### config.mk
export PLATFORM = sky130hd
export DESIGN_NAME = mpq_ctrl
export DESIGN_NICKNAME = d
export VERILOG_FILES = /design/src/rtl/core/mpq_pkg.sv /design/src/rtl/core/mpq_ctrl.sv
export SDC_FILE = /design/constraint.sdc
export NUM_CORES = 1
export LEC_CHECK = 0
export BUFFER_PORTS_ARGS = -buffer_cell sky130_fd_sc_hd__buf_2
export CAP_MARGIN = 20
export CELL_PAD_IN_SITES_DETAIL_PLACEMENT = 0
export CELL_PAD_IN_SITES_GLOBAL_PLACEMENT = 2
export CORE_MARGIN = 2
export CORE_UTILIZATION = 27
export CTS_CLUSTER_DIAMETER = 80
export DETAILED_ROUTE_END_ITERATION = 16
export PLACE_DENSITY_LB_ADDON = 0.1
export SETUP_SLACK_MARGIN = 0.4
export SYNTH_ARGS = -nofsm -noshare
export SYNTH_HDL_FRONTEND = slang
export SYNTH_SLANG_ARGS = --single-unit
### constraint.sdc
create_clock -name aclk -period 1.9 [get_ports aclk]
set_clock_uncertainty 0.05 [all_clocks]
set_input_delay 0.38 -clock aclk [delete_from_list [all_inputs] [get_ports aclk]]
set_output_delay 0.38 -clock aclk [all_outputs]
set_load 0.01 [all_outputs]
### src/rtl/core/mpq_pkg.sv
// Shared types and constants for the max-heap priority queue.
package mpq_pkg;

    // Field widths of the input and result items
    localparam int REQ_W     = 2;
    localparam int KEY_W     = 32;
    localparam int POS_W     = 8;
    localparam int STATUS_W  = 3;
    localparam int OCC_W     = 9;
    localparam int S_TDATA_W = 48;
    localparam int M_TDATA_W = 48;

    // Request codes
    typedef enum logic [REQ_W-1:0] {
        REQ_INSERT   = 2'd0,
        REQ_EXTRACT  = 2'd1,
        REQ_INCREASE = 2'd2,
        REQ_PEEK     = 2'd3
    } req_t;

    // Result status codes
    typedef enum logic [STATUS_W-1:0] {
        ST_OK        = 3'd0,
        ST_EMPTY     = 3'd1,
        ST_FULL      = 3'd2,
        ST_BADPOS    = 3'd3,
        ST_NOTLARGER = 3'd4
    } status_t;

    // Controller states, one-hot
    typedef enum logic [7:0] {
        S_IDLE   = 8'b0000_0001,
        S_LOAD   = 8'b0000_0010,
        S_DECIDE = 8'b0000_0100,
        S_UP_RD  = 8'b0000_1000,
        S_UP_EV  = 8'b0001_0000,
        S_DN_RD  = 8'b0010_0000,
        S_DN_EV  = 8'b0100_0000,
        S_DONE   = 8'b1000_0000
    } state_t;

    // Commands from controller to datapath
    typedef struct packed {
        logic capture;   // latch a new request
        logic decide;    // check request, set up the sift
        logic rd_up;     // read parent of the hole
        logic ev_up;     // sift-up step, writes one entry
        logic rd_dn;     // read both children of the hole
        logic ev_dn;     // sift-down step, writes one entry
        logic load_out;  // move result into the output register
    } cmd_t;

    // Status from datapath to controller
    typedef struct packed {
        logic go_up;     // request needs a sift-up
        logic go_dn;     // request needs a sift-down
        logic up_more;   // sift-up continues one level higher
        logic dn_more;   // sift-down continues one level lower
    } stat_t;

endpackage

### src/rtl/core/mpq_ctrl.sv
// Controller state machine for the max-heap priority queue.
module mpq_ctrl (
    input  logic           aclk,
    input  logic           aresetn,
    input  logic           s_tvalid,
    output logic           s_tready,
    output logic           m_tvalid,
    input  logic           m_tready,
    input  mpq_pkg::stat_t stat,
    output mpq_pkg::cmd_t  cmd
);

    mpq_pkg::state_t state_reg, state_next;
    logic            m_tvalid_reg, m_tvalid_next;
    logic            out_free;

    assign s_tready = (state_reg == mpq_pkg::S_IDLE);
    assign m_tvalid = m_tvalid_reg;
    assign out_free = !m_tvalid_reg || m_tready;

    // Next state and commands
    always_comb begin
        state_next = state_reg;
        cmd        = '0;
        unique case (state_reg)
            mpq_pkg::S_IDLE: begin
                if (s_tvalid) begin
                    cmd.capture = 1'b1;
                    state_next  = mpq_pkg::S_LOAD;
                end
            end
            mpq_pkg::S_LOAD: begin
                state_next = mpq_pkg::S_DECIDE;
            end
            mpq_pkg::S_DECIDE: begin
                cmd.decide = 1'b1;
                if (stat.go_up) begin
                    state_next = mpq_pkg::S_UP_RD;
                end else if (stat.go_dn) begin
                    state_next = mpq_pkg::S_DN_RD;
                end else begin
                    state_next = mpq_pkg::S_DONE;
                end
            end
            mpq_pkg::S_UP_RD: begin
                cmd.rd_up  = 1'b1;
                state_next = mpq_pkg::S_UP_EV;
            end
            mpq_pkg::S_UP_EV: begin
                cmd.ev_up  = 1'b1;
                state_next = stat.up_more ? mpq_pkg::S_UP_RD : mpq_pkg::S_DONE;
            end
            mpq_pkg::S_DN_RD: begin
                cmd.rd_dn  = 1'b1;
                state_next = mpq_pkg::S_DN_EV;
            end
            mpq_pkg::S_DN_EV: begin
                cmd.ev_dn  = 1'b1;
                state_next = stat.dn_more ? mpq_pkg::S_DN_RD : mpq_pkg::S_DONE;
            end
            mpq_pkg::S_DONE: begin
                if (out_free) begin
                    cmd.load_out = 1'b1;
                    state_next   = mpq_pkg::S_IDLE;
                end
            end
            default: begin
                state_next = mpq_pkg::S_IDLE;
            end
        endcase
    end

    // Output valid: held until taken, set when a result is loaded
    assign m_tvalid_next = (m_tvalid_reg && !m_tready) || cmd.load_out;

    always_ff @(posedge aclk) begin
        if (!aresetn) begin
            state_reg    <= mpq_pkg::S_IDLE;
            m_tvalid_reg <= 1'b0;
        end else begin
            state_reg    <= state_next;
            m_tvalid_reg <= m_tvalid_next;
        end
    end

endmodule

# Word-level counts from Yosys, hierarchy flattened
# Cells that the tools add are included.
[totals]
register_bits = 9
word_cells = 34
out_inout_bits = 9
inputBits = 8
[op_classes]
reduce_logical = 6
eq_ne = 10
n_mux = 16
[op_table]
columns = ["cell", "n"]
rows = [
  ["case mux 8 bit (8 select lines)", 1],
  ["two-way mux 8 bit", 6],
  ["two-way mux 1 bit", 9],
  ["== test 8 x 1 -> 1 bit, second input constant", 1],
  ["== test 8 x 2 -> 1 bit, second input constant", 1],
  ["== test 8 x 3 -> 1 bit, second input constant", 1],
  ["== test 8 x 4 -> 1 bit, second input constant", 1],
  ["== test 8 x 5 -> 1 bit, second input constant", 1],
  ["== test 8 x 6 -> 1 bit, second input constant", 1],
  ["== test 8 x 7 -> 1 bit, second input constant", 1],
  ["== test 8 bit, second input constant", 1],
  ["inequality test 2 bit, second input constant", 2],
  ["logical NOT 1 bit", 2],
  ["logical OR 1 bit", 2],
  ["AND reduction 2 bit", 1],
  ["logical AND 1 bit", 1],
]

# Logic depth before layout (Yosys ltp)
[logic_depth]
word_depth = 5
mapped_depth = 5
mapped_depth_nobuf = 4

# Worst setup path after synthesis
# OpenSTA, ideal clock, no wires.
[synth_timing]
path_type = "register to output"
startpoint = "register state_reg[7]"
endpoint = "output cmd[2] (netlist name)"
t_required_ns = 1.470
setup_slack_ns = 0.056
path_buffers = 1
stages_incl_launch_ff = 4
t_arrival_ns = 1.414
cell_sequence = "dfxtp_1 -> buf_6 -> or4_4 -> nor4_1"
[synth_lines]
columns = ["item", "line", "source"]
rows = [
  ["start, declared", "mpq_ctrl.sv:13", "mpq_pkg::state_t state_reg, state_next;"],
  ["start signal, assigned", "mpq_ctrl.sv:78", "state_reg <= mpq_pkg::S_IDLE;"],
  ["start signal, assigned", "mpq_ctrl.sv:81", "state_reg <= state_next;"],
  ["end, declared", "mpq_ctrl.sv:10", "output mpq_pkg::cmd_t cmd"],
]

==> out/results.tsv <==
metric	value	unit
outcome	complete, but fails checks	
violations	negative setup slack	
utilization	0.476	
ant_nets	0	
setup_slack	-0.143	ns
grt-ovfl-total	0	
cp_max_fo	4	
grt_usage	0.133	
port_buffers	16	
ys_seq_area_frac	0.330	
cts-root-buf	clkbuf_4	
cp_slowest_cell	or4_4	
finalCritPeriodShare	1.08	
cts_tree	yes	
antennaDiodeCount	0	
fmax	490	MHz
clk-insertion-delay-late	0.26	ns
viasPerCell	4.83	
worst_path_largest_cell_delay	0.58	ns
ys_ff_latch	9	
holdCritPathClass	input port to register	
grt_max_degree	10	
cts_max_level	1	
multi_input_area	430	µm²
die_w	49	µm
cts.path.max_buffers	2	
antenna_found_initial	0	
yosysWarningCount	0	
max_slew_margin	0.737	
synth_area_per_cell	8.54	µm²
drc	0	
synth_top_area_share	0.330	
cts_inserted_buffers	3	
synth.distinct_cells	35	
post-route-min-period	2.04	ns
largest_reg_flops	8	
dieArea	0.00240	mm²
cp_data_arrival_time	1.61	ns
cts_sinks	9	
fill_cells	191	
grt_pass1_vias	553	
yosys.area.top_type	dfxtp_1	
cp_top_family	simple AND/OR/NAND/NOR gates	
ios	17	
seq_area	190	µm²
wl	1.53	mm
rsz0062_at_grt	yes	
ys_top_cells_by_area	dfxtp_1, nor4b_4, and2_1	
report.final.slew_viol_count	0	
gp_congestion	0.719	
route.vias.total	594	
dp_hpwl	1.06	mm
final_hold_viol_count	0	
netlist_area	547	µm²
max_cap_violations	0	
finalSetupTns	-0.420	ns
firstDrtPassIters	4	
fin_hold_ws	0.350	ns
grt_pass1_wl	2.45	mm
std_cell_rows	16	
worstMarginPinSlew	0.390	ns
start_util	0.282	
vdd_drop_max	0.000410	V
leakage	0.416	nW
synthesis.nets	72	
worstSetupStartpointType	register	
dpl_worst_slack	0.151	ns
path_buf_inv	1	
path_class	register to output pin	
end_kind	output pin	
drive_gt1_frac	0.552	
dieHeight	49	µm
drtIter0Drc	17	
layout.nets	105	
pwr_density_cell	511	mW/mm²
clk_pin_slew_worst_paths	0.07	ns
finalSetupViolCount	5	
wl_per_cell	12.4	µm
worstPathRequired	1.47	ns
area_delta_synth_final	69.1	%
synthCells	64	
coreArea	0.00194	mm²
postCtsHoldBufs	0	
cp_cell_sequence	or4_4 > nor4b_4 > buf_2	
## timing repair
item,CTS,global route
endpoints found under the setup margin,12,13
gates resized for setup,13,14
hold endpoints to repair,0,0
buffers inserted,5,3
pin swaps,8,7
cloned,0,0
## synthesized netlist by cell type (all sizes together)
| cell | instances |
|---|---|
| a211oi | 1 |
| a21boi | 2 |
| a21oi | 1 |
| a22oi | 1 |
| a31oi | 1 |
| and2 | 3 |
| and2b | 2 |
| and3 | 2 |
| and4 | 1 |
| buf | 2 |
| dfxtp | 9 |
| inv | 4 |
| nand2 | 5 |
| nand2b | 1 |
| nand3 | 1 |
| nand3b | 1 |
| nand4 | 1 |
| nand4b | 1 |
| nor2 | 5 |
| nor2b | 3 |
| nor3 | 1 |
| nor3b | 2 |
| nor4 | 2 |
| nor4b | 3 |
| o2111ai | 1 |
| o21a | 1 |
| o21ai | 1 |
| o22ai | 1 |
| o2bb2ai | 1 |
| o31ai | 1 |
| or3 | 1 |
| or4 | 1 |
| xor2 | 1 |
## metal layers
layer	track usage	vias up	part of all wire
met1	0.165	275	0.44
met3	0.0399	0	0.053
met5	0	-	0
met2	0.226	21	0.51
met4	0.0286	0	0
li1	-	298	-
## cells by family after synthesis
group,after synthesis,share of synthesized area
simple gates,36,0.437
compound gates,12,0.156
flops,9,0.330
buf+inv,6,0.0618
xor+xnor,1,0.0160
## cell type report
cell class | count | share of cell area
clock buffers | 4 | 0.0284
multi-input cells | 49 | 0.465
inverters | 4 | 0.0162
well taps | 27 | 0.0365
flip-flops and latches | 9 | 0.206
repair buffers | 30 | 0.248
## placed cells by master, fill, tap and decap left out, types with 3 or more instances in the layout
master,count
nand2_1,4
inv_1,4
nor2_1,5
buf_6,9
clkbuf_4,3
buf_4,9
buf_2,12
dfxtp_1,5
## path summary, 6_finish.rpt
kind / endpoint / depth (start not counted) / start / slack, ns
setup / recovery: cmd[3] / 3 / state_reg[1]$_SDFFE_PN0P_ / -0.14
hold / removal: state_reg[0]$_SDFFE_PN1P_ / 2 / s_tvalid / 0.35
setup reg to reg: state_reg[7]$_SDFFE_PN0P_ / 5 / state_reg[1]$_SDFFE_PN0P_ / 0.20
hold reg to reg: state_reg[2]$_SDFFE_PN0P_ / 2 / state_reg[7]$_SDFFE_PN0P_ / 0.53
## report_power, final
group / internal (mW) / switching, mW
sequential: 0.192 / 0.00371
clock: 0.0808 / 0.0663
combinational: 0.0697 / 0.0599
## per-stage QoR
stage	cells	total power [mW]	instance area, µm²
floorplan	64	0.256	574
global placement	111	0.291	714
detailed placement	111	0.290	714
CTS	120	0.457	832
global route	123	0.502	925
finish	123	0.472	925
Power figures use the tool's default switching activity.
